--- src/hdl/sorted_set_insert_delete_unit_assert.svh ---
// Assertion macros for the sorted set unit.
// Both expect clk and arst_n in the scope of the module that uses them.
`ifndef SORTED_SET_INSERT_DELETE_UNIT_ASSERT_SVH
`define SORTED_SET_INSERT_DELETE_UNIT_ASSERT_SVH

// Same-cycle implication.
`define SSID_ASSERT_IMP(label, ante, cons, msg) \
	label: assert property (@(posedge clk) disable iff (!arst_n) (ante) |-> (cons)) \
		else $error(msg);

// Next-cycle implication.
`define SSID_ASSERT_NXT(label, ante, cons, msg) \
	label: assert property (@(posedge clk) disable iff (!arst_n) (ante) |=> (cons)) \
		else $error(msg);

`endif

--- src/hdl/ssid_pkg.sv ---
`timescale 1ns / 1ps
`default_nettype none

package ssid_pkg;

	localparam int DATA_W = 32;

	localparam logic KIND_INSERT = 1'b0;
	localparam logic KIND_DELETE = 1'b1;

	typedef enum logic [1:0] {
		ST_IDLE,
		ST_SCAN,
		ST_FIX,
		ST_EMIT
	} state_t;

	// controller -> datapath
	typedef struct packed {
		logic load;
		logic scan;
		logic fix;
		logic emit;
	} cmd_t;

	// datapath -> controller
	typedef struct packed {
		logic scan_done;
		logic emit_done;
	} status_t;

endpackage

`default_nettype wire

--- src/hdl/ssid_ram.sv ---
`timescale 1ns / 1ps
`default_nettype none

module ssid_ram #(
	parameter int WIDTH = 32,
	parameter int DEPTH = 32
) (
	input  wire logic                     clk,
	input  wire logic                     we,
	input  wire logic [$clog2(DEPTH)-1:0] waddr,
	input  wire logic [WIDTH-1:0]         wdata,
	input  wire logic [$clog2(DEPTH)-1:0] raddr,
	output logic      [WIDTH-1:0]         rdata
);

	logic [WIDTH-1:0] mem_q [DEPTH];

	always_ff @(posedge clk) begin
		if (we) begin
			mem_q[waddr] <= wdata;
		end
		rdata <= mem_q[raddr];
	end

endmodule

`default_nettype wire

--- src/hdl/ssid_ctrl.sv ---
`timescale 1ns / 1ps
`default_nettype none

module ssid_ctrl import ssid_pkg::*; (
	input  wire logic    clk,
	input  wire logic    arst_n,
	input  wire logic    in_valid,
	output logic         in_ready,
	input  wire status_t status,
	output cmd_t         cmd
);

	state_t state_q;
	state_t state_d;

	always_ff @(posedge clk or negedge arst_n) begin
		if (!arst_n) begin
			state_q <= ST_IDLE;
		end else begin
			state_q <= state_d;
		end
	end

	always_comb begin
		state_d = state_q;
		case (state_q)
			ST_IDLE: begin
				if (in_valid) begin
					state_d = ST_SCAN;
				end
			end
			ST_SCAN: begin
				if (status.scan_done) begin
					state_d = ST_FIX;
				end
			end
			ST_FIX: begin
				state_d = ST_EMIT;
			end
			ST_EMIT: begin
				if (status.emit_done) begin
					state_d = ST_IDLE;
				end
			end
			default: begin
				state_d = ST_IDLE;
			end
		endcase
	end

	always_comb begin
		cmd      = '0;
		in_ready = 1'b0;
		case (state_q)
			ST_IDLE: begin
				in_ready = 1'b1;
				cmd.load = in_valid;
			end
			ST_SCAN: begin
				cmd.scan = 1'b1;
			end
			ST_FIX: begin
				cmd.fix = 1'b1;
			end
			ST_EMIT: begin
				cmd.emit = 1'b1;
			end
			default: begin
				cmd = '0;
			end
		endcase
	end

endmodule

`default_nettype wire

--- src/hdl/ssid_datapath.sv ---
`timescale 1ns / 1ps
`default_nettype none

module ssid_datapath import ssid_pkg::*; #(
	parameter int CAPACITY = 32
) (
	input  wire logic                     clk,
	input  wire logic                     arst_n,
	input  wire cmd_t                     cmd,
	output status_t                       status,
	input  wire logic                     kind,
	input  wire logic signed [DATA_W-1:0] value,
	output logic                          out_valid,
	input  wire logic                     out_ready,
	output logic signed [DATA_W-1:0]      element,
	output logic                          set_empty,
	output logic                          last,
	output logic                          dropped
);

	localparam int AW = $clog2(CAPACITY);
	localparam int CW = $clog2(CAPACITY + 1);
	localparam logic [CW-1:0] CAP_C = CW'(CAPACITY);

	// control state
	logic [CW-1:0] cnt_q;
	logic [CW-1:0] rd_idx_q;
	logic          pend_q;
	logic          found_q;
	logic          placed_q;
	logic          dropped_q;
	logic          out_v_q;
	logic          skid_v_q;

	// payload
	logic                     kind_q;
	logic signed [DATA_W-1:0] key_q;
	logic signed [DATA_W-1:0] carry_q;
	logic [AW-1:0]            pidx_q;
	logic                     pend_last_q;
	logic                     pend_empty_q;
	logic signed [DATA_W-1:0] out_elem_q;
	logic                     out_last_q;
	logic signed [DATA_W-1:0] skid_elem_q;
	logic                     skid_last_q;

	logic                     ram_we;
	logic [AW-1:0]            ram_waddr;
	logic [DATA_W-1:0]        ram_wdata;
	logic [AW-1:0]            ram_raddr;
	logic [DATA_W-1:0]        ram_rdata;
	logic signed [DATA_W-1:0] rd_val;

	logic          ins;
	logic          full;
	logic [CW-1:0] nwords;
	logic [1:0]    occ;
	logic          acc;
	logic          scan_issue;
	logic          emit_issue;
	logic          issue;
	logic          scan_data;
	logic          hit;
	logic          gt;
	logic          shift_in;
	logic          land;
	logic signed [DATA_W-1:0] land_elem;

	ssid_ram #(
		.WIDTH(DATA_W),
		.DEPTH(CAPACITY)
	) u_ram (
		.clk  (clk),
		.we   (ram_we),
		.waddr(ram_waddr),
		.wdata(ram_wdata),
		.raddr(ram_raddr),
		.rdata(ram_rdata)
	);

	assign rd_val = $signed(ram_rdata);
	assign ins    = (kind_q == KIND_INSERT);
	assign full   = (cnt_q == CAP_C);
	assign nwords = (cnt_q == '0) ? CW'(1) : cnt_q;
	assign acc    = out_v_q & out_ready;
	assign occ    = {1'b0, out_v_q} + {1'b0, skid_v_q} + {1'b0, pend_q} - {1'b0, acc};

	assign scan_issue = cmd.scan && (rd_idx_q < cnt_q);
	assign emit_issue = cmd.emit && (rd_idx_q < nwords) && (occ < 2'd2);
	assign issue      = scan_issue | emit_issue;
	assign ram_raddr  = rd_idx_q[AW-1:0];

	// scan: one stored word per cycle compared against the key
	assign scan_data = cmd.scan & pend_q;
	assign hit       = !found_q && (rd_val == key_q);
	assign gt        = !found_q && (rd_val > key_q);
	assign shift_in  = scan_data && ins && !hit && (placed_q || gt);

	assign land      = pend_q & cmd.emit;
	assign land_elem = pend_empty_q ? '0 : rd_val;

	always_comb begin
		ram_we    = 1'b0;
		ram_waddr = pidx_q;
		ram_wdata = carry_q;
		if (scan_data) begin
			if (ins) begin
				// insert: ripple the larger words up by one slot
				ram_we = shift_in && !full;
			end else if (found_q) begin
				// delete: pull the tail down by one slot
				ram_we    = 1'b1;
				ram_waddr = pidx_q - AW'(1);
				ram_wdata = ram_rdata;
			end
		end else if (cmd.fix && ins && !found_q && !full) begin
			ram_we    = 1'b1;
			ram_waddr = cnt_q[AW-1:0];
		end
	end

	always_ff @(posedge clk or negedge arst_n) begin
		if (!arst_n) begin
			cnt_q     <= '0;
			rd_idx_q  <= '0;
			pend_q    <= 1'b0;
			found_q   <= 1'b0;
			placed_q  <= 1'b0;
			dropped_q <= 1'b0;
			out_v_q   <= 1'b0;
			skid_v_q  <= 1'b0;
		end else begin
			pend_q <= issue;
			if (cmd.load || cmd.fix) begin
				rd_idx_q <= '0;
			end else if (issue) begin
				rd_idx_q <= rd_idx_q + CW'(1);
			end
			if (cmd.load) begin
				found_q   <= 1'b0;
				placed_q  <= 1'b0;
				dropped_q <= 1'b0;
			end else begin
				if (scan_data && hit) begin
					found_q <= 1'b1;
				end
				if (shift_in) begin
					placed_q <= 1'b1;
				end
				if (cmd.fix && ins && !found_q && full) begin
					dropped_q <= 1'b1;
				end
			end
			if (cmd.fix) begin
				if (ins && !found_q && !full) begin
					cnt_q <= cnt_q + CW'(1);
				end else if (!ins && found_q) begin
					cnt_q <= cnt_q - CW'(1);
				end
			end
			// output register with skid stage behind it
			if (acc || !out_v_q) begin
				if (skid_v_q) begin
					out_v_q  <= 1'b1;
					skid_v_q <= land;
				end else begin
					out_v_q <= land;
				end
			end else if (land) begin
				skid_v_q <= 1'b1;
			end
		end
	end

	always_ff @(posedge clk) begin
		if (cmd.load) begin
			kind_q  <= kind;
			key_q   <= value;
			carry_q <= value;
		end else if (shift_in) begin
			carry_q <= rd_val;
		end
		if (issue) begin
			pidx_q       <= ram_raddr;
			pend_last_q  <= (rd_idx_q == CW'(nwords - CW'(1)));
			pend_empty_q <= (cnt_q == '0);
		end
		if (land) begin
			skid_elem_q <= land_elem;
			skid_last_q <= pend_last_q;
		end
		if (acc || !out_v_q) begin
			if (skid_v_q) begin
				out_elem_q <= skid_elem_q;
				out_last_q <= skid_last_q;
			end else if (land) begin
				out_elem_q <= land_elem;
				out_last_q <= pend_last_q;
			end
		end
	end

	assign status.scan_done = (rd_idx_q == cnt_q) && !pend_q;
	assign status.emit_done = acc && out_last_q;

	assign out_valid = out_v_q;
	assign element   = out_elem_q;
	assign last      = out_last_q;
	assign set_empty = (cnt_q == '0);
	assign dropped   = dropped_q;

endmodule

`default_nettype wire

--- src/hdl/sorted_set_insert_delete_unit.sv ---
// Results: after an input word is accepted, the updated set streams out one word per cycle while
// out_ready is high; an empty set yields a single result word with set_empty raised.
// The next input word is taken only after the last result word is accepted; the single RAM read
// port is swept once to update, once to emit.
// Reset: arst_n clears the member count, so the set starts empty; RAM contents are not cleared.
`timescale 1ns / 1ps
`default_nettype none
`include "sorted_set_insert_delete_unit_assert.svh"

module sorted_set_insert_delete_unit import ssid_pkg::*; #(
	parameter int CAPACITY = 32
) (
	input  wire logic                     clk,
	input  wire logic                     arst_n,
	// input word: one insert or delete
	input  wire logic                     in_valid,
	output logic                          in_ready,
	input  wire logic                     kind,
	input  wire logic signed [DATA_W-1:0] value,
	// result words: the whole set in ascending order
	output logic                          out_valid,
	input  wire logic                     out_ready,
	output logic signed [DATA_W-1:0]      element,
	output logic                          set_empty,
	output logic                          last,
	output logic                          dropped
);

	// The controller walks each word through four phases:
	//   idle - take one input word
	//   scan - read every member once, in order, and rewrite the array in place
	//          (an insert ripples the larger members up, a delete pulls them down)
	//   fix  - append the tail slot on insert, adjust the count, flag a full-set drop
	//   emit - stream the updated set out through an output register and skid stage
	cmd_t    cmd;
	status_t status;

	ssid_ctrl u_ctrl (
		.clk     (clk),
		.arst_n  (arst_n),
		.in_valid(in_valid),
		.in_ready(in_ready),
		.status  (status),
		.cmd     (cmd)
	);

	ssid_datapath #(
		.CAPACITY(CAPACITY)
	) u_dp (
		.clk      (clk),
		.arst_n   (arst_n),
		.cmd      (cmd),
		.status   (status),
		.kind     (kind),
		.value    (value),
		.out_valid(out_valid),
		.out_ready(out_ready),
		.element  (element),
		.set_empty(set_empty),
		.last     (last),
		.dropped  (dropped)
	);

	// No result word may still be pending when a new input word is taken.
	`SSID_ASSERT_IMP(a_accept_drained, in_valid && in_ready, !out_valid, "results pending")
	// An accepted word always starts the update sweep.
	`SSID_ASSERT_NXT(a_load_scans, cmd.load, cmd.scan, "accepted word did not start the scan")
	// The final result word hands control back for the next input word.
	`SSID_ASSERT_NXT(a_last_idle, out_valid && out_ready && last, in_ready, "not idle after last")
	// An empty set yields exactly one result word.
	`SSID_ASSERT_IMP(a_empty_single, out_valid && set_empty, last, "empty result not last")

endmodule

`default_nettype wire

--- config.mk ---
export PLATFORM = sky130hd
export DESIGN_NAME = sorted_set_insert_delete_unit
export DESIGN_NICKNAME = d
export VERILOG_FILES = /design/src/hdl/ssid_pkg.sv /design/src/hdl/ssid_ram.sv /design/src/hdl/ssid_ctrl.sv /design/src/hdl/ssid_datapath.sv /design/src/hdl/sorted_set_insert_delete_unit.sv
export VERILOG_INCLUDE_DIRS = /design/src /design/src/hdl
export SDC_FILE = /design/constraint.sdc
export NUM_CORES = 1
export LEC_CHECK = 0
export BUFFER_PORTS_ARGS = -buffer_cell sky130_fd_sc_hd__buf_2
export CAP_MARGIN = 20
export CORE_MARGIN = 2
export CORE_UTILIZATION = 50
export DETAILED_ROUTE_END_ITERATION = 8
export PLACE_DENSITY_LB_ADDON = 0.05
export SYNTH_ARGS = -nofsm -noshare
export SYNTH_HDL_FRONTEND = slang
export SYNTH_SLANG_ARGS = --single-unit
--- constraint.sdc ---
create_clock -name clk -period 7.89 [get_ports clk]
set_input_delay 0.3945 -clock clk [delete_from_list [all_inputs] [get_ports clk]]
set_output_delay 0.3945 -clock clk [all_outputs]
set_load 0.005 [all_outputs]
Yosys cells after proc, flatten, opt, wreduce, memory -nomap -nowiden
Memory sizes are Yosys's and may differ from the RTL's. A register that Yosys moved wholly into a read port is not among the register bits.
Cells that the tools add are included.
Widths: inputs -> output; s select.

word-level totals
  bits in registers = 158
  memory bits (writable) = 1,024
  bits of input ports = 37
  output and inout port bits = 37
  word-level logic and storage cells = 130
  memories kept = 1

memories
  memory            words  width  rd ports  clocked after memory_dff  write ports  line            text
  u_dp.u_ram.mem_q  32     32     1         1                         1            ssid_ram.sv:16  logic [WIDTH-1:0] mem_q [DEPTH];

operators by class
  add/subtract/negate cells = 8
  order comparisons = 4
  equal/unequal tests = 10
  mux-type cells = 44
  bitwise logic cells = 5
  reduce and logical (&&, ||, !) cells = 39

operators with widths
  kind                 count
  $mux 32              8
  $eq 32x32->1         1
  $gt 32x32->1         1
  $mux 6               5
  $mux 1               23
  $mux 5               4
  $logic_and 1x1->1    19
  $reduce_bool 2->1    7
  $add 6x1->6 const B  2
  $eq 6x6->1           2
  $lt 6x6->1           2
  $sub 6x1->6 const B  2
  $pmux 2 s4           1
  $eq 6x6->1 const B   1
  $logic_not 6->1      1
  $mux 2               3
  $ne 2x2->1 const B   3
  $logic_not 1->1      5
  $sub 5x1->5 const B  1
  $eq 2x2->1 const B   2
  $reduce_and 2->1     2
  $and 1x1->1          3
  $logic_or 1x1->1     3
  $reduce_and 3->1     1
  other kinds (8)      8

Logic depth before layout (Yosys ltp)
Gate-level depths: netlist of run 1.

  word-level depth = 11
  mapped depth = 12
  depth with buffers taken out = 12

Hierarchy
From an unflattened synthesis of run 1, not the netlist that was laid out.

unflattened totals
  cells, all modules = 2,954
  area total of the unflattened synthesis = 48,687.9 sq um

by module, submodules not included
  module         times used  cells each  area an instance (sq um)  seq. area each (sq um)
  ssid_ram       1           2,260       40,485.1                  31,390.1
  ssid_datapath  1           678         8,042.7                   4,594.4
  ssid_ctrl      1           16          160.2                     50.0

Worst setup path before layout of run 1
Ideal clock, no wire load.

  kind = register to register
  start = reg u_ctrl.state_q[0]
  end = reg u_dp.out_elem_q[0] (netlist: u_dp.element[0]), enable pin
  setup time = 423 ps
  arrival time = 3,616 ps
  path slack = 3,851 ps
  cell stages (with the launch flop) = 6
  clock period less this slack = 4,039 ps
  cells stage by stage = dfrtp_1 > ha_1 > inv_1 > nor2_1 > nor2_1 > nor2_1

between the ends
  longest elaborated chain between the ends = 5

ends and longest elaborated chain
  element                      line                  text
  from (decl)                  ssid_ctrl.sv:13       state_t state_q;
  from (signal assigned)       ssid_ctrl.sv:20       state_q <= state_d;
  $eq 2x2->1                   ssid_ctrl.sv:54       case (state_q)
  $mux 1                       ssid_ctrl.sv:54
  $and 1x1->1                  ssid_datapath.sv:99   assign land = pend_q & cmd.emit;
  net u_dp.land                ssid_datapath.sv:66   logic land;
  $reduce_bool 2->1 (no line)  --
  $reduce_and 2->1 (no line)   --
  to (signal assigned)         ssid_datapath.sv:194  out_elem_q <= skid_elem_q;
  to (signal assigned)         ssid_datapath.sv:197  out_elem_q <= land_elem;
  to (decl)                    ssid_datapath.sv:42   logic signed [DATA_W-1:0] out_elem_q;

The timed path passes the listed nets, and every way through them passes these cells.
A chain may end at the register's enable or synchronous reset.

Worst setup path in the final report of run 1
  start = reg u_dp.key_q[19]
  end = mem u_dp.u_ram.mem_q[11][6], enable pin

between the ends
  longest elaborated chain between the ends = 10

ends and longest elaborated chain
  element                                               line                  text
  from (decl)                                           ssid_datapath.sv:37   logic signed [DATA_W-1:0] key_q;
  from (signal assigned)                                ssid_datapath.sv:178  key_q <= value;
  branches (longest 4 deep; another with $gt 32x32->1)  --
  $logic_and 1x1->1 (*)                                 ssid_datapath.sv:97   assign shift_in = scan_data && ins && !hit && (placed_q || gt);
  $logic_and 1x1->1 (*)                                 ssid_datapath.sv:109  ram_we = shift_in && !full;
  $mux 1 (*)                                            ssid_datapath.sv:107  if (ins) begin
  $mux 1 (*)                                            ssid_datapath.sv:106  if (scan_data) begin
  $mux 1 (*)                                            ssid_ram.sv:19        if (we) begin
  $mux 1 (not written as such) (*)                      ssid_ram.sv:20        mem_q[waddr] <= wdata;
  to (decl)                                             ssid_ram.sv:16

Every way passes the cells marked *.

==> flow_summary_export.csv, run 1 <==
group,metric,value,unit
status,status,"complete, no violations",
critical_path,required,8260,ps
final_layout,num-fill-cells,6978,
global_route,grt_max_degree,100,
route,vias_per_cell,6.02,
sta,fin_crit,4860,ps
power_and_ir_drop,p_leak,17.8,nW
floorplan,dieArea,0.0984,mm²
final_layout,synthToLayoutAreaGrowth,15.3,%
sta,skew,24.0,ps
place,postPlaceCellArea,0.0505,mm²
logic_synthesis,yosysWarnings,0,
final_layout,ff_latch_area,0.0361,mm²
global_route,grt_use_total,24.6,%
critical_path,startpoint,"u_dp.key_q[19]$_DFFE_PP_",
power_and_ir_drop,powerDensity,348,mW/mm²
sta,clock.fmax,206,MHz
route,firstDrtPassIters,5,
global_route,grt_pass1_wl,171000,µm
floorplan,core,0.0950,mm²
floorplan,io_pins,74,
logic_synthesis,synth.most_common_cell,"edfxtp_1",
place,portBuffers,73,
route,wirelength,119000,µm
sta,fin_ws,3030,ps
place,place_congestion,0.820,
floorplan,die_w,314,µm
run,max_cap_violations,0,
cts,insertion_delay,740,ps
cts,cts_root_buf,"clkbuf_16",
sta,holdWs,110,ps
final_layout,design_area,0.0553,mm²
critical_path,max_stage_delay,960,ps
logic_synthesis,ys_seq_area_share,75.2,%
logic_synthesis,postSynthAreaPerCell,21.3,µm²
sta,rsz0062_at_grt,"no",
route,antenna_left,0,
critical_path,cp_common_cell,"buf_4",
logic_synthesis,synth.top_cell.area_share,72.8,%
final_layout,fin_nets,2567,
cts,clkSinkCount,1214,
logic_synthesis,ys_top_cells_by_area,"edfxtp_1, mux4_2, mux2_2",
sta,maxSlewViolCount,0,
final_layout,multi_input_area,0.0116,mm²
worst_hold_path,hp-class,"in2reg",
critical_path,cp.buffers_inverters,3,
cts,cts_tree,"yes",
logic_synthesis,yosysTopAreaCell,"edfxtp_1",
cts,htreeDepth,4,
cts,cts_buffers,132,
critical_path,path_cells,"inv_1 -> ha_1 -> nand4_1 -> nor4_1 -> nand3b_1 -> a31oi_1 -> o211ai_1 -> buf_4 -> a21oi_4 -> buf_4",
sta,fin_crit_sh,61.7,%
sta,hold_viol_final,0,
cts,clk_pin_slew,60,ps
sta,tns,0,ps
route,wl_per_cell,30.9,µm
global_route,antenna_found_initial,2,
logic_synthesis,ys_ff_latch,1214,
critical_path,crit_path_end_kind,"register",
logic_synthesis,synth-edff-count,1162,
logic_synthesis,synth_common_cells,"edfxtp_1, mux4_2, nand2_1, mux2_2, clkbuf_1",
worst_hold_path,hold_path.startpoint,"in_valid",
power_and_ir_drop,peakVddDrop,0.216,mV
cts,cts_max_path_buffers,3,
sta,tightestPinTransition,1110,ps
logic_synthesis,async_flop_share,1.65,%
place,dpl_worst_slack,3060,ps
critical_path,cp_max_fo,32,
route,dr.first_iter.drc_count,2395,
global_route,grt_overflow,0,
floorplan,die_y,314,µm
logic_synthesis,yosysUniqueCellTypes,65,
critical_path,cp_top_family,"compound AO/OA/AOI/OAI gates",
sta,max_slew_margin,25.8,%
logic_synthesis,syn-cell-area,0.0479,mm²
power_and_ir_drop,totalPowerFinal,19.2,mW
route,drcViolationCount,0,
logic_synthesis,ys.flop_type,"edfxtp_1",
logic_synthesis,synth_nets,2345,
final_layout,drive_gt1_share,31.6,%
floorplan,initial_core_util,50.5,%
critical_path,rr_startpoint,"u_dp.key_q[19]$_DFFE_PP_",
floorplan,rows,113,
sta,setup_violations,0,
logic_synthesis,syn-instance-count,2251,
critical_path,cp_slowest_cell,"a21oi_4",
global_route,grt_pass1_vias,23600,
critical_path,crit_path_start_kind,"register",
route,num_vias,23100,
critical_path,arrival,5230,ps
place,dp_hpwl,71100,µm
critical_path,critical_path_class,"reg2reg",
per-stage QoR:
| stage | util, % | instances |
|---|---|---|
| global placement | 52.9 | 3543 |
| global route | 58.2 | 3838 |
| CTS | 57.7 | 3820 |
| floorplan | - | 2251 |
| detailed placement | 53.2 | 3552 |
| finish | 58.2 | 3839 |
final timing paths:
check | endpoint | slack (ps) | depth (start not counted)
min in group asynchronous | u_dp.skid_v_q$_DFFE_PN0P_ | 190 | 2
min | u_ctrl.state_q[1]$_DFFE_PN0P_ | 110 | 5
max reg2reg | u_dp.u_ram.mem_q[11][6]$_DFFE_PP_ | 3030 | 10
max in group asynchronous | u_dp.rd_idx_q[1]$_DFFE_PN0P_ | 7300 | 2
max | u_dp.u_ram.mem_q[11][6]$_DFFE_PP_ | 3030 | 10
min reg2reg | u_dp.placed_q$_DFFE_PN0P_ | 490 | 1
state kept, by name (all words and copies together), names as in the netlist:
name	flops
u_dp.u_ram.mem_q	1024
u_dp.carry_q	32
u_dp.element	32
u_dp.key_q	32
u_dp.skid_elem_q	32
u_dp.u_ram.rdata	32
u_dp.cnt_q	6
u_dp.rd_idx_q	6
u_dp.pidx_q	5
u_ctrl.state_q	2
u_dp.dropped	1
u_dp.found_q	1
u_dp.kind_q	1
u_dp.last	1
u_dp.out_valid	1
u_dp.pend_empty_q	1
u_dp.pend_last_q	1
u_dp.pend_q	1
u_dp.placed_q	1
u_dp.skid_last_q	1
u_dp.skid_v_q	1
what timing repair did:
| action | 4_1_cts | 5_1_grt |
|---|---|---|
| resized for setup | 0 | 0 |
| setup buffers | 0 | 0 |
| hold buffers | 34 | 0 |
| hold endpoints to repair | 80 | 0 |
layout make-up:
| type | count | share of cell area (%) |
|---|---|---|
| Tap cell | 1265 | 2.86 |
| Antenna cell | 1 | 0.00453 |
| Sequential cell | 1214 | 65.2 |
| Clock buffer | 159 | 6.20 |
| Multi-Input combinational cell | 872 | 21.0 |
| Clock inverter | 75 | 0.944 |
| Timing Repair Buffer | 194 | 3.39 |
| Inverter | 59 | 0.401 |
report_power, final:
group / leakage [nW] / internal (mW) / switching (mW)
combinational: 4.81 / 2.16 / 2.87
clock: 1.94 / 3.23 / 2.44
sequential: 11.0 / 8.16 / 0.364
total: 17.8 / 13.5 / 5.67
placed cells by master, fill, tap and decap left out, drive strengths merged, types with 4 or more instances in the layout:
cell type and count:
edfxtp 1162, clkinv 62, o21ai 15, nand3 11, nor3 14, mux2i 4, xnor2 13, dlygate4sd3 34
nor2 24, ha 56, clkbuf 159, inv 68, a31oi 4, bufinv 4, dfxtp 32, nand4 13
xor2 4, a21boi 4, o211a 4, buf 160, mux4 320, nor2b 35, mux2 96, dfrtp 20
nand2 151, or3 4, a21oi 54, o211ai 4
cells by family (layout without fill, tap and decap cells):
logic type / Yosys count / in the layout / synth area share [%]
xor gates and xnor gates: 17 / 17 / 0.311
and+or+nand+nor: 267 / 267 / 2.68
AOI/OAI and AO/OA: 110 / 110 / 1.59
adders and majority gates: 58 / 58 / 1.52
other: 0 / 1 / 0
DFF: 1214 / 1214 / 75.2
buffers and inverters: 165 / 487 / 1.38
muxes: 420 / 420 / 17.4
worst reg2reg max path, cell delays in order, from the launching register on:
cell and delay, ps:
edfxtp_1 330, inv_1 40, ha_1 310, nand4_1 250, nor4_1 770, nand3b_1 360, a31oi_1 320, o211ai_1 140
buf_4 410, a21oi_4 1000, buf_4 550
metal layers:
layer / wire length [µm] / up-vias / global-route usage [%]
met4: 2270 / 0 / 6.73
met2: 60900 / 702 / 41.3
met3: 5490 / 134 / 3.38
met5: 0 / - / 0
met1: 50000 / 12600 / 34.3
li1: - / 9717 / -
No activity file was read; power rests on OpenSTA's default activity.
==> inputs of run 2 (changes only) <==
Clock period 7.89 ns to 4.48 ns, I/O delays scaled along.
==> flow_summary_export.csv, run 2 (synthesized netlist as in run 1, its figures left out) <==
group,metric,value,unit
power_and_ir_drop,seq_power_share,43.6,%
status,status,"complete, no violations",
route,dr.first_iter.drc_count,2362,
final_layout,fin_nets,2604,
critical_path,max_stage_delay,780,ps
critical_path,arrival,4430,ps
place,portBuffers,73,
route,drcViolationCount,0,
route,vias_per_cell,6.00,
power_and_ir_drop,totalPowerFinal,34.4,mW
sta,maxSlewViolCount,0,
critical_path,path_cells,"inv_1 -> ha_1 -> nand4_1 -> nor4_1 -> nand3b_1 -> and4_1 -> o211ai_1 -> buf_4 -> a21oi_4 -> buf_12",
floorplan,die_w,314,µm
final_layout,final_common_cell,"edfxtp_1",
cts,cts_tree,"yes",
final_layout,num-fill-cells,6932,
cts,cts_max_path_buffers,3,
sta,holdWs,220,ps
route,wirelength,120000,µm
cts,cts_root_buf,"clkbuf_16",
global_route,grt_use_total,24.9,%
sta,clock.fmax,252,MHz
final_layout,design_area,0.0558,mm²
power_and_ir_drop,p_switching,10.2,mW
sta,fin_ws,518,ps
cts,cts_setup_buffers,0,
route,antenna_left,0,
power_and_ir_drop,sw_frac_of_total,29.7,%
floorplan,core,0.0950,mm²
route,firstDrtPassIters,5,
cts,clkSinkCount,1214,
cts,htreeDepth,4,
critical_path,crit_path_start_kind,"register",
sta,rsz0062_at_grt,"no",
critical_path,required,4950,ps
final_layout,mostFrequentLayoutCells,"edfxtp_1, mux4_2, nand2_1",
sta,skew,25.6,ps
global_route,grt_pass1_vias,23800,
floorplan,io_pins,74,
route,wl_per_cell,30.9,µm
sta,tightestPinTransition,1060,ps
critical_path,cp_slowest_cell,"buf_4",
place,place_congestion,0.834,
global_route,grt_pass1_wl,172000,µm
power_and_ir_drop,p_leak,18.0,nW
power_and_ir_drop,clock_power_share,29.8,%
place,dpl_worst_slack,587,ps
floorplan,die_y,314,µm
final_layout,regMostFlops,"u_dp.u_ram.mem_q",
final_layout,synthToLayoutAreaGrowth,16.4,%
final_layout,drive_gt1_share,32.7,%
power_and_ir_drop,powerDensity,617,mW/mm²
critical_path,reg2reg_slack,520,ps
worst_hold_path,hp-class,"in2reg",
place,dp.cells,3595,
final_layout,largest_reg_flops,1024,
global_route,antenna_found_initial,3,
floorplan,initial_core_util,50.5,%
global_route,grt_max_degree,41,
floorplan,dieArea,0.0984,mm²
cts,insertion_delay,750,ps
sta,max_slew_margin,29.4,%
power_and_ir_drop,p_int,24.2,mW
final_layout,final_util,58.7,%
sta,fin_crit,3960,ps
place,postPlaceCellArea,0.0511,mm²
sta,fin_crit_sh,88.4,%
route,num_vias,23300,
place,dp_hpwl,72300,µm
critical_path,crit_path_end_kind,"register",
power_and_ir_drop,pwr-share-comb,26.6,%
floorplan,rows,113,
cts,clk_pin_slew,60,ps
global_route,grt_overflow,0,
sta,tns,0,ps
sta,setup_violations,0,
critical_path,cp_max_fo,32,
cts,cts_buffers,131,
power_and_ir_drop,peakVddDrop,0.417,mV
run,max_cap_violations,0,
critical_path,critical_path_class,"reg2reg",
sta,hold_viol_final,0,
final_layout,instances_no_fill,3878,
run 2: cell count changes in the layout (fill, tap and decap cells not counted), sizes merged:
cell         delta
buf            +35
clkinv         -16
clkbuf          +8
clkinvlp        +6
bufinv          +3
dlygate4sd3     +3
run 2: routing by layer:
layer / up-vias / global-route usage (%) / wire length, µm
li1: 9795 / - / -
met1: 12500 / 33.6 / 48500
met2: 775 / 41.2 / 60400
met3: 186 / 3.94 / 6860
met4: 4 / 9.34 / 4220
met5: - / 0 / 26
run 2: timing repair:
action | 4_1_cts | 5_1_grt
endpoints found under the hold margin | 90 | 0
gates resized for setup | 0 | 0
hold buffers | 37 | 0
run 2: layout make-up:
class,instances,area (µm²),share of cell area [%]
flip-flops and latches,1214,36100,64.6
multi-input cells,872,11600,20.8
clock buffers,167,3490,6.25
repair buffers,232,2280,4.08
well taps,1265,1580,2.84
clock inverters,68,581,1.04
inverters,59,221,0.397
diodes,1,2.50,0.00448
run 2: worst max-delay path: cells and delay by family (launching register included):
kind,cells,cell delay (ps)
buffers and inverters,3,1090
DFF,1,340
AOI/OAI and AO/OA,2,460
and+or+nand+nor,4,1430
adders and majority gates,1,290
run 2: worst paths after layout:
| kind | start | to | cells after the start |
|---|---|---|---|
| worst max-delay path | u_dp.key_q[30]$_DFFE_PP_ | u_dp.u_ram.mem_q[0][6]$_DFFE_PP_ | 10 |
| worst min-delay path | value[26] | u_dp.key_q[26]$_DFFE_PP_ | 2 |
| worst max register to register | u_dp.key_q[30]$_DFFE_PP_ | u_dp.u_ram.mem_q[0][6]$_DFFE_PP_ | 10 |
| worst min register to register | u_dp.pend_last_q$_DFFE_PP_ | u_dp.skid_last_q$_DFFE_PP_ | 0 |
| max in group asynchronous | arst_n | u_dp.rd_idx_q[0]$_DFFE_PN0P_ | 4 |
| min in group asynchronous | arst_n | u_dp.out_valid$_DFFE_PN0N_ | 3 |
run 2: power groups by stage:
stage	logic (mW)	registers (mW)	clock network (mW)
after floorplan	5.70	14.9	0
after global placement	8.93	15.2	0
after CTS	9.15	15.0	10.5
after global routing	9.77	15.1	10.9
final	9.14	15.0	10.3
after detailed placement	9.10	15.3	0
